**src/rtl/core/ppg_pkg.sv**
```systemverilog
// shared constants, types and bitmap functions for the pose generator
package ppg_pkg;

	localparam int GRID_SIDE  = 7;
	localparam int CELLS      = GRID_SIDE * GRID_SIDE;
	localparam int ROT_STEPS  = 4;
	localparam int GEN_STEPS  = 2 * ROT_STEPS;
	localparam int MAX_POSES  = 8;
	localparam int SHAPE_W    = 49;
	localparam int IDX_W      = 3;
	localparam int DIM_W      = 3;
	localparam int CNT_W      = $clog2(MAX_POSES + 1);
	localparam int SEQ_W      = $clog2((GEN_STEPS > MAX_POSES) ? GEN_STEPS : MAX_POSES);
	localparam int SIDE_W     = $clog2(GRID_SIDE);
	localparam int SH_W       = $clog2(CELLS);
	localparam int S_TDATA_W  = ((SHAPE_W + 7) / 8) * 8;
	localparam int M_FIELDS_W = SHAPE_W + IDX_W + 2 * DIM_W;
	localparam int M_TDATA_W  = ((M_FIELDS_W + 7) / 8) * 8;

	typedef logic [CELLS-1:0] grid_t;

	typedef enum logic [1:0] {
		ST_IDLE,
		ST_GEN,
		ST_FLUSH,
		ST_EMIT
	} state_t;

	typedef struct packed {
		logic             load;
		logic             gen;
		logic             mirror;
		logic             emit;
		logic             last;
		logic [SEQ_W-1:0] idx;
	} ppg_cmd_t;

	typedef struct packed {
		logic             out_free;
		logic [CNT_W-1:0] pose_cnt;
	} ppg_sts_t;

	function automatic grid_t shape_to_grid(input logic [SHAPE_W-1:0] s);
		grid_t g;
		g = '0;
		for (int i = 0; i < CELLS; i++) begin
			if (i < SHAPE_W) begin
				g[i] = s[i];
			end
		end
		return g;
	endfunction

	function automatic logic [SHAPE_W-1:0] grid_to_shape(input grid_t g);
		logic [SHAPE_W-1:0] s;
		s = '0;
		for (int i = 0; i < SHAPE_W; i++) begin
			if (i < CELLS) begin
				s[i] = g[i];
			end
		end
		return s;
	endfunction

	// new[y][x] = old[x][side-1-y]
	function automatic grid_t rotate_ccw(input grid_t b);
		grid_t r;
		r = '0;
		for (int y = 0; y < GRID_SIDE; y++) begin
			for (int x = 0; x < GRID_SIDE; x++) begin
				r[y*GRID_SIDE + x] = b[x*GRID_SIDE + GRID_SIDE - 1 - y];
			end
		end
		return r;
	endfunction

	// new[y][x] = old[x][y]
	function automatic grid_t mirror_diag(input grid_t b);
		grid_t r;
		r = '0;
		for (int y = 0; y < GRID_SIDE; y++) begin
			for (int x = 0; x < GRID_SIDE; x++) begin
				r[y*GRID_SIDE + x] = b[x*GRID_SIDE + y];
			end
		end
		return r;
	endfunction

	function automatic logic [GRID_SIDE-1:0] row_any(input grid_t b);
		logic [GRID_SIDE-1:0] a;
		a = '0;
		for (int y = 0; y < GRID_SIDE; y++) begin
			for (int x = 0; x < GRID_SIDE; x++) begin
				a[y] = a[y] | b[y*GRID_SIDE + x];
			end
		end
		return a;
	endfunction

	function automatic logic [GRID_SIDE-1:0] col_any(input grid_t b);
		logic [GRID_SIDE-1:0] a;
		a = '0;
		for (int y = 0; y < GRID_SIDE; y++) begin
			for (int x = 0; x < GRID_SIDE; x++) begin
				a[x] = a[x] | b[y*GRID_SIDE + x];
			end
		end
		return a;
	endfunction

	// lowest set position, zero when none
	function automatic logic [SIDE_W-1:0] first_set(input logic [GRID_SIDE-1:0] v);
		logic [SIDE_W-1:0] f;
		f = '0;
		for (int i = GRID_SIDE - 1; i >= 0; i--) begin
			if (v[i]) begin
				f = SIDE_W'(i);
			end
		end
		return f;
	endfunction

	// one plus highest set position, masked to the field width
	function automatic logic [DIM_W-1:0] extent(input logic [GRID_SIDE-1:0] v);
		int e;
		e = 0;
		for (int i = 0; i < GRID_SIDE; i++) begin
			if (v[i]) begin
				e = i + 1;
			end
		end
		return DIM_W'(e);
	endfunction

	// drop empty top rows and left columns; empty stays empty
	function automatic grid_t pack_upper_left(input grid_t b);
		logic [SIDE_W-1:0] top;
		logic [SIDE_W-1:0] left;
		logic [SH_W-1:0]   sh;
		grid_t             t;
		grid_t             r;
		top  = first_set(row_any(b));
		left = first_set(col_any(b));
		sh   = SH_W'(top) * SH_W'(GRID_SIDE);
		t    = b >> sh;
		r    = '0;
		for (int y = 0; y < GRID_SIDE; y++) begin
			r[y*GRID_SIDE +: GRID_SIDE] = t[y*GRID_SIDE +: GRID_SIDE] >> left;
		end
		return r;
	endfunction

endpackage

```
**src/rtl/core/ppg_ctrl.sv**
```systemverilog
// sequencer for loading, candidate generation and result emission
module ppg_ctrl
	import ppg_pkg::*;
(
	input  logic     clk,
	input  logic     arst_n,
	input  logic     s_tvalid,
	output logic     s_tready,
	input  ppg_sts_t sts,
	output ppg_cmd_t cmd
);

	state_t           state_q;
	state_t           state_d;
	logic [SEQ_W-1:0] step_q;
	logic             gen_done;
	logic             is_last;

	assign gen_done = (step_q == SEQ_W'(GEN_STEPS - 1));
	assign is_last  = ((CNT_W'(step_q) + CNT_W'(1)) == sts.pose_cnt);

	always_comb begin
		state_d = state_q;
		unique case (state_q)
			ST_IDLE:  if (s_tvalid) state_d = ST_GEN;
			ST_GEN:   if (gen_done) state_d = ST_FLUSH;
			ST_FLUSH: state_d = ST_EMIT;
			ST_EMIT:  if (sts.out_free && is_last) state_d = ST_IDLE;
			default:  state_d = ST_IDLE;
		endcase
	end

	always_comb begin
		s_tready   = 1'b0;
		cmd.load   = 1'b0;
		cmd.gen    = 1'b0;
		cmd.mirror = 1'b0;
		cmd.emit   = 1'b0;
		cmd.last   = is_last;
		cmd.idx    = step_q;
		unique case (state_q)
			ST_IDLE: begin
				s_tready = 1'b1;
				cmd.load = s_tvalid;
			end
			ST_GEN: begin
				cmd.gen    = 1'b1;
				cmd.mirror = (step_q == SEQ_W'(ROT_STEPS));
			end
			ST_FLUSH: begin
			end
			ST_EMIT: begin
				cmd.emit = sts.out_free;
			end
			default: begin
			end
		endcase
	end

	always_ff @(posedge clk or negedge arst_n) begin
		if (!arst_n) begin
			state_q <= ST_IDLE;
			step_q  <= '0;
		end else begin
			state_q <= state_d;
			if (state_q == ST_GEN) begin
				step_q <= gen_done ? '0 : step_q + SEQ_W'(1);
			end else if (state_q == ST_EMIT && sts.out_free) begin
				step_q <= is_last ? '0 : step_q + SEQ_W'(1);
			end
		end
	end

endmodule

```
**src/rtl/core/ppg_dp.sv**
```systemverilog
// rotate and pack unit, pose store with duplicate check, output register
module ppg_dp
	import ppg_pkg::*;
(
	input  logic                 clk,
	input  logic                 arst_n,
	input  ppg_cmd_t             cmd,
	output ppg_sts_t             sts,
	input  logic [SHAPE_W-1:0]   shape_bits,
	input  logic                 m_tready,
	output logic                 m_tvalid,
	output logic [M_TDATA_W-1:0] m_tdata,
	output logic                 m_tlast
);

	grid_t            f_q;
	grid_t            pose_q [MAX_POSES];
	logic [CNT_W-1:0] cnt_q;
	grid_t            cand_s1;
	logic             cand_vld_s1;
	grid_t            src;
	grid_t            nxt;
	grid_t            rd_pose;
	logic             dup;
	logic             store;
	logic             m_tvalid_q;
	logic [SHAPE_W-1:0] out_bits_q;
	logic [IDX_W-1:0]   out_idx_q;
	logic [DIM_W-1:0]   out_w_q;
	logic [DIM_W-1:0]   out_h_q;
	logic               out_last_q;

	// mirrored branch restarts from the shape as given
	assign src = cmd.mirror ? mirror_diag(pose_q[0]) : f_q;
	assign nxt = pack_upper_left(rotate_ccw(src));

	always_comb begin
		dup = 1'b0;
		for (int j = 0; j < MAX_POSES; j++) begin
			if ((CNT_W'(j) < cnt_q) && (pose_q[j] == cand_s1)) begin
				dup = 1'b1;
			end
		end
	end

	assign store   = cand_vld_s1 && !dup && (cnt_q < CNT_W'(MAX_POSES));
	assign rd_pose = pose_q[cmd.idx];

	always_ff @(posedge clk or negedge arst_n) begin
		if (!arst_n) begin
			cnt_q       <= '0;
			cand_vld_s1 <= 1'b0;
			m_tvalid_q  <= 1'b0;
		end else begin
			cand_vld_s1 <= cmd.gen;
			if (cmd.load) begin
				cnt_q <= CNT_W'(1);
			end else if (store) begin
				cnt_q <= cnt_q + CNT_W'(1);
			end
			if (cmd.emit) begin
				m_tvalid_q <= 1'b1;
			end else if (m_tready) begin
				m_tvalid_q <= 1'b0;
			end
		end
	end

	always_ff @(posedge clk) begin
		if (cmd.load) begin
			f_q       <= shape_to_grid(shape_bits);
			pose_q[0] <= shape_to_grid(shape_bits);
		end else if (cmd.gen) begin
			f_q <= nxt;
		end
		if (cmd.gen) begin
			cand_s1 <= nxt;
		end
		if (store) begin
			pose_q[cnt_q[SEQ_W-1:0]] <= cand_s1;
		end
		if (cmd.emit) begin
			out_bits_q <= grid_to_shape(rd_pose);
			out_idx_q  <= IDX_W'(cmd.idx);
			out_w_q    <= extent(col_any(rd_pose));
			out_h_q    <= extent(row_any(rd_pose));
			out_last_q <= cmd.last;
		end
	end

	assign sts.out_free = !m_tvalid_q || m_tready;
	assign sts.pose_cnt = cnt_q;
	assign m_tvalid     = m_tvalid_q;
	assign m_tlast      = out_last_q;
	assign m_tdata      = M_TDATA_W'({out_h_q, out_w_q, out_idx_q, out_bits_q});

`ifndef NO_ASSERTIONS
	a_cnt_bound: assert property (@(posedge clk) disable iff (!arst_n)
		cnt_q <= CNT_W'(MAX_POSES))
		else $error("pose count beyond store depth");

	a_emit_in_range: assert property (@(posedge clk) disable iff (!arst_n)
		cmd.emit |-> (CNT_W'(cmd.idx) < cnt_q))
		else $error("emitting a pose that was never stored");

	a_last_matches: assert property (@(posedge clk) disable iff (!arst_n)
		(cmd.emit && cmd.last) |-> (CNT_W'(cmd.idx) + CNT_W'(1) == cnt_q))
		else $error("last flag not on the final stored pose");

	a_cand_follows_gen: assert property (@(posedge clk) disable iff (!arst_n)
		cand_vld_s1 |-> $past(cmd.gen))
		else $error("candidate check without a generation step");
`endif

endmodule

```
**src/rtl/core/polyomino_pose_generator_top.sv**
```systemverilog
// top level of the polyomino pose generator
// Takes one 7x7 piece bitmap per transfer and returns its distinct free
// orientations, one transfer per pose: first the shape as given, then four
// counter-clockwise rotations packed to the upper-left, then four rotations
// of the shape mirrored about its main diagonal, packed the same way, with
// any repeat of an earlier pose dropped (one to eight poses, the final one
// flagged on m_axis_tlast). Each shape passes through a load step, eight
// generation steps in which the single rotate-and-pack unit produces one
// candidate each, a step that checks the last candidate against the pose
// store, then the emission of one pose per cycle into the output register
// as the downstream side takes them. A new shape is accepted while the last
// pose of the previous one still waits in the output register.
module polyomino_pose_generator_top
	import ppg_pkg::*;
(
	input  logic                 clk,
	input  logic                 arst_n,
	// shape input
	input  logic                 s_axis_tvalid,
	output logic                 s_axis_tready,
	input  logic [S_TDATA_W-1:0] s_axis_tdata,   // shape_bits[48:0], zero padding
	// pose output
	output logic                 m_axis_tvalid,
	input  logic                 m_axis_tready,
	output logic [M_TDATA_W-1:0] m_axis_tdata,   // pose_bits[48:0], pose_index[51:49],
	                                             // pose_width[54:52], pose_height[57:55],
	                                             // zero padding
	output logic                 m_axis_tlast    // last_pose
);

	ppg_cmd_t cmd;
	ppg_sts_t sts;

	// sequencer: load, eight generation steps, final check, emission
	ppg_ctrl u_ctrl (
		.clk      (clk),
		.arst_n   (arst_n),
		.s_tvalid (s_axis_tvalid),
		.s_tready (s_axis_tready),
		.sts      (sts),
		.cmd      (cmd)
	);

	// datapath: bits beyond the grid are dropped at load
	ppg_dp u_dp (
		.clk        (clk),
		.arst_n     (arst_n),
		.cmd        (cmd),
		.sts        (sts),
		.shape_bits (s_axis_tdata[SHAPE_W-1:0]),
		.m_tready   (m_axis_tready),
		.m_tvalid   (m_axis_tvalid),
		.m_tdata    (m_axis_tdata),
		.m_tlast    (m_axis_tlast)
	);

endmodule

```
**config.mk**
```make
export PLATFORM = sky130hd
export DESIGN_NAME = polyomino_pose_generator_top
export DESIGN_NICKNAME = d
export VERILOG_FILES = /design/src/rtl/core/ppg_pkg.sv /design/src/rtl/core/ppg_ctrl.sv /design/src/rtl/core/ppg_dp.sv /design/src/rtl/core/polyomino_pose_generator_top.sv
export SDC_FILE = /design/constraint.sdc
export NUM_CORES = 1
export LEC_CHECK = 0
export BUFFER_PORTS_ARGS = -buffer_cell sky130_fd_sc_hd__buf_2
export CORE_ASPECT_RATIO = 1.75
export CORE_MARGIN = 2
export CORE_UTILIZATION = 45
export CTS_CLUSTER_SIZE = 10
export DETAILED_ROUTE_END_ITERATION = 8
export GPL_TIMING_DRIVEN = 0
export PLACE_DENSITY = 0.73
export SYNTH_ARGS = -nofsm -noshare
export SYNTH_HDL_FRONTEND = slang
export SYNTH_SLANG_ARGS = --single-unit
```
**constraint.sdc**
```tcl
create_clock -name clk -period 10.4 [get_ports clk]
set_input_delay 1.56 -clock clk [delete_from_list [all_inputs] [get_ports clk]]
set_output_delay 1.56 -clock clk [all_outputs]
set_load 0.01 [all_outputs]
```
==> results of run 1 <==
## timing repair
action                                  4_1_cts
endpoints found under the setup margin       96
buffers inserted                              1
gates resized for setup                       7
pin swaps                                     1
## kinds of logic after synthesis
| family | after synthesis | synth area share, % |
|---|---|---|
| other | 1 | 0.0116 |
| AND/OR/NAND/NOR | 679 | 10.3 |
| multiplexers | 331 | 14.9 |
| buffers and inverters | 221 | 3.12 |
| adder cells (fa/ha/maj) | 15 | 0.603 |
| AO/OA/AOI/OAI | 435 | 9.85 |
| XOR/XNOR | 349 | 9.44 |
| flip-flops | 560 | 51.7 |
## cell usage after synthesis, drive strengths merged (9+ instances only)
cell type    n
a22oi       14
clkbuf     125
xnor2       93
nand3       56
a2bb2oi     10
nor3        61
or4          9
a211o        9
dfrtp       11
a31oi       38
a21o        12
and2        18
nor4       108
a21oi       76
edfxtp     549
nand4       48
buf         60
inv         36
xor2       256
nor2       128
mux2       139
o22ai       27
a211oi      24
a32oi        9
o211ai      30
mux2i       85
o31ai       20
and3        15
o21a        11
mux4       107
nand2      202
nand2b      11
ha          14
o21ai       59
## metrics by stage
stage	area (um2)	setup WS [ns]	hold slack [ns]	instances	setup TNS, ns
2_1_floorplan	32400	2.92	0.454	2596	0
3_3_place_gp	34100	-2.29	0.483	3633	-153.30
3_5_place_dp	34700	-2.38	0.492	3658	-112.79
4_1_cts	36300	0.0553	0.498	3733	0
## routing by layer
metal | overflow | track usage (%)
met2 | 18 | 81.4
met5 | 0 | 0
met4 | 9 | 60.8
met3 | 0 | 18.5
met1 | 0 | 52.4
==> flow_metrics.py, run 1 <==
metrics = {
    "outcome": {
        "status": "stopped before the end",
        "haltStage": "5_1_grt",
        "error_message": "[ERROR GRT-0116] Global routing finished with congestion. Check the congestion regions in the DRC Viewer.",
    },
    "floorplanning": {
        "ios": 127,
        "row_count": 130,
        "initial_utilization_pct": 45.3,
        "die_w_um": 207,
        "die_h_um": 359,
    },
    "clocking": {
        "clockBufferDepth": 3,
        "cts_max_level": 2,
        "clock_sinks": 560,
        "cts_buffers": 61,
        "cts_root_buf": "clkbuf_16",
        "postCtsHoldBufs": 0,
    },
    "global_routing": {
        "grt_max_degree": 48,
        "grtUsageTotal_pct": 53.4,
        "grt_pass1_wl_um": 267000,
        "grt_pass1_vias": 29000,
        "grt_overflow_total": 27,
    },
    "placed_design": {
        "dpl.hpwl_um": 147000,
        "gp_congestion": 1.13,
        "port_buffers": 113,
    },
    "synth": {
        "synth_edf_count": 549,
        "async_flop_share_pct": 1.96,
        "synth_area_leaders": "edfxtp_1 (51%), mux4_2 (7.4%), xor2_1 (6.9%)",
        "ys_warn_count": 0,
        "synth_ff_type": "edfxtp_1",
        "synth_top_area_share_pct": 50.9,
        "yosysTopAreaCell": "edfxtp_1",
        "netlist_area_mm2": 0.0324,
        "synth_cell_types": 97,
        "yosysSeqAreaShare_pct": 51.7,
        "syn_inst": 2591,
        "syn_area_per_cell_um2": 12.5,
        "ys_ff_latch": 560,
    },
}
==> run 2: changes to the inputs <==
- CORE_ASPECT_RATIO: 1.75 -> not set
- CORE_UTILIZATION: 45 -> 30
- CTS_CLUSTER_SIZE: 10 -> not set
- PLACE_DENSITY: 0.73 -> not set
- PLACE_DENSITY_LB_ADDON: not set -> 0.15
==> run 2 against run 1 <==
Area after synthesis is the same. Synthesized cell count stayed put. The flow now finishes, with violations (capacitance limit, slew limit).
==> flow_metrics.py, run 2 <==
metrics = {
    "critical_path": {
        "startpoint_type": "register",
        "crit_required_ns": 10.90,
        "critPathArrivalTime_ns": 10.85,
        "slowest_delay_ns": 1.01,
        "cp-end-kind": "register",
        "crit_slowest_cell": "nor4_2",
        "critPathTopFamily": "buffers and inverters",
        "cp_num_buf_inv": 12,
        "crit_path_frequent_cell": "buf_6",
        "path_max_fanout": 28,
        "worstSetupPathType": "register to register",
    },
    "global_routing": {
        "grt_max_degree": 50,
        "antenna_found_initial": 12,
        "grtUsageTotal_pct": 31.8,
        "grt_pass1_vias": 25200,
        "grt_overflow_total": 0,
        "grt_pass1_wl_um": 238000,
    },
    "synth": {
        "async_flop_share_pct": 1.96,
        "syn_area_per_cell_um2": 12.5,
        "synth_commonest_cells": "edfxtp_1 (549), xor2_1 (256), nand2_1 (200)",
        "synth_ff_type": "edfxtp_1",
        "yosysSeqAreaShare_pct": 51.7,
        "synth_top_area_share_pct": 50.9,
        "synth_area_leaders": "edfxtp_1 (51%), mux4_2 (7.4%), xor2_1 (6.9%)",
        "synth_edf_count": 549,
        "syn_inst": 2591,
        "synth_most_common_cell": "edfxtp_1",
        "yosysTopAreaCell": "edfxtp_1",
        "synth_cell_types": 97,
        "netlist_area_mm2": 0.0324,
        "ys_ff_latch": 560,
        "ys_warn_count": 0,
    },
    "timing": {
        "hold_viol": 0,
        "skew_ns": 0.0390,
        "drv_slew": 3,
        "timing.final.crit_share_pct": 99.5,
        "finalSetupViolations": 0,
        "tns_ns": 0,
        "fmax_mhz": 96.6,
        "layout_min_cycle_time_ns": 10.35,
        "worst_pin_slew_ns": 1.60,
        "slew_headroom_pct": -6.83,
    },
    "clocking": {
        "cts_max_level": 2,
        "cts_root_buf": "clkbuf_16",
        "clockBufferDepth": 3,
        "clock_sinks": 560,
        "clkTransAtPathRegs_ns": 0.06,
        "cts_buffers": 61,
        "clock_latency_ns": 0.67,
        "cts_tree": "done",
    },
    "floorplanning": {
        "die_area_mm2": 0.111,
        "ios": 127,
        "row_count": 120,
        "initial_utilization_pct": 30.3,
        "core_area_mm2": 0.107,
        "die_h_um": 333,
        "die_w_um": 333,
    },
    "finish": {
        "stdcell_area_mm2": 0.0376,
        "area_growth_pct": 16.1,
        "largest_register_ffs": 392,
        "layout_commonest_cell": "edfxtp_1",
        "final_cell_mix": "edfxtp_1 (549), xor2_1 (256), nand2_1 (198), mux2_2 (139), buf_2 (129)",
        "drive_above_1_share_pct": 20.9,
        "top_register": "u_dp.pose_q",
        "finalNetCount": 2871,
    },
    "placed_design": {
        "port_buffers": 113,
        "place_area_mm2": 0.0352,
        "gp_congestion": 0.991,
        "dpl.hpwl_um": 146000,
    },
    "detailed_routing": {
        "avgViaCountPerCell": 6.21,
        "drt_iter0_drc": 3994,
        "ant_nets": 0,
        "drt_first_pass_iters": 6,
        "vias": 26500,
        "wirelength_um": 180000,
        "drc": 0,
        "wl_per_cell_um": 42.3,
    },
    "min_path": {
        "hp-class": "register to register",
    },
    "pwr": {
        "power_density_mw_per_mm2": 349,
        "p_leak_nw": 12.6,
        "max-vdd-ir-drop_mv": 0.163,
        "p_total_mw": 13.1,
    },
    "flow_run": {
        "maxCapViolations": 1,
    },
    "outcome": {
        "status": "finished, violations left",
        "violations": "capacitance limit, slew limit",
    },
}
run 2: cell counts after synthesis:
Identical to the previous run, type by type.
run 2: logic make-up (layout without fill, tap and decap cells):
logic type	after synthesis	count (layout)	synth area share, %
AND/OR/NAND/NOR	679	679	10.3
flip-flops	560	560	51.7
AO/OA/AOI/OAI	435	435	9.85
XOR/XNOR	349	349	9.44
multiplexers	331	331	14.9
buffers and inverters	221	472	3.12
adder cells (fa/ha/maj)	15	15	0.603
other	1	15	0.0116
run 2: per-stage QoR:
stage | std cells | worst slack [ns] | util [%] | hold WS, ns
floorplan | 2596 | 2.92 | - | 0.454
global placement | 4112 | -2.14 | 32.4 | 0.482
detailed placement | 4137 | -1.84 | 32.9 | 0.486
CTS | 4249 | 0.0723 | 35.1 | 0.493
global route | 4250 | -0.0101 | 35.1 | 0.503
finish | 4259 | 0.0473 | 35.1 | 0.488
run 2: worst register-to-register path, delay by kind of cell (launching register included):
| family | cells | cell delay, ns |
|---|---|---|
| flip-flops | 1 | 0.45 |
| AND/OR/NAND/NOR | 3 | 1.48 |
| AO/OA/AOI/OAI | 6 | 2.56 |
| XOR/XNOR | 1 | 0.13 |
| multiplexers | 2 | 0.95 |
| buffers and inverters | 12 | 3.18 |
| adder cells (fa/ha/maj) | 4 | 1.48 |
run 2: worst paths after layout:
path,from,endpoint,slack [ns],cells after the start
worst max-delay path,u_ctrl.step_q[0],u_dp.f_q[7],0.05,28
worst min-delay path,u_ctrl.step_q[2],u_dp.out_idx_q[2],0.49,0
worst max register to register,u_ctrl.step_q[0],u_dp.f_q[7],0.05,28
worst min register to register,u_ctrl.step_q[2],u_dp.out_idx_q[2],0.49,0
max in group asynchronous,arst_n,u_dp.cnt_q[1],9.31,1
min in group asynchronous,arst_n,u_dp.cnt_q[0],0.82,1
run 2: final cells by class:
type / count / area (um2)
Antenna cell: 9 / 22.5
Buffer: 182 / 878
Clock buffer: 70 / 1580
Clock inverter: 44 / 689
Fill cell: 10500 / 69500
Inverter: 36 / 138
Multi-Input combinational cell: 1815 / 14700
Sequential cell: 560 / 16800
Tap cell: 1403 / 1760
Timing Repair Buffer: 140 / 1020
run 2: report_power, final:
| part | internal, mW | switching [mW] |
|---|---|---|
| Clock | 1.51 | 0.969 |
| Combinational | 1.87 | 4.44 |
| Sequential | 3.47 | 0.863 |
| Total | 6.85 | 6.27 |
run 2: timing repair:
action                                 4_1_cts  5_1_grt
endpoints found under the hold margin        0        0
setup endpoints to repair                   95       21
pin swaps                                    1        0
gates resized for setup                      6       11
hold buffers                                 0        0
setup buffers                                1        0
cloned                                       0        0
run 2: layer usage:
layer / share of wire, % / vias up / track usage, %
met5: 0.035 / - / 0
met4: 5.3 / 10 / 13.8
met3: 9.4 / 361 / 5.74
met2: 45 / 1875 / 50.5
met1: 40 / 13700 / 42.6
li1: - / 10500 / -
(Power assumes the default switching activity.)
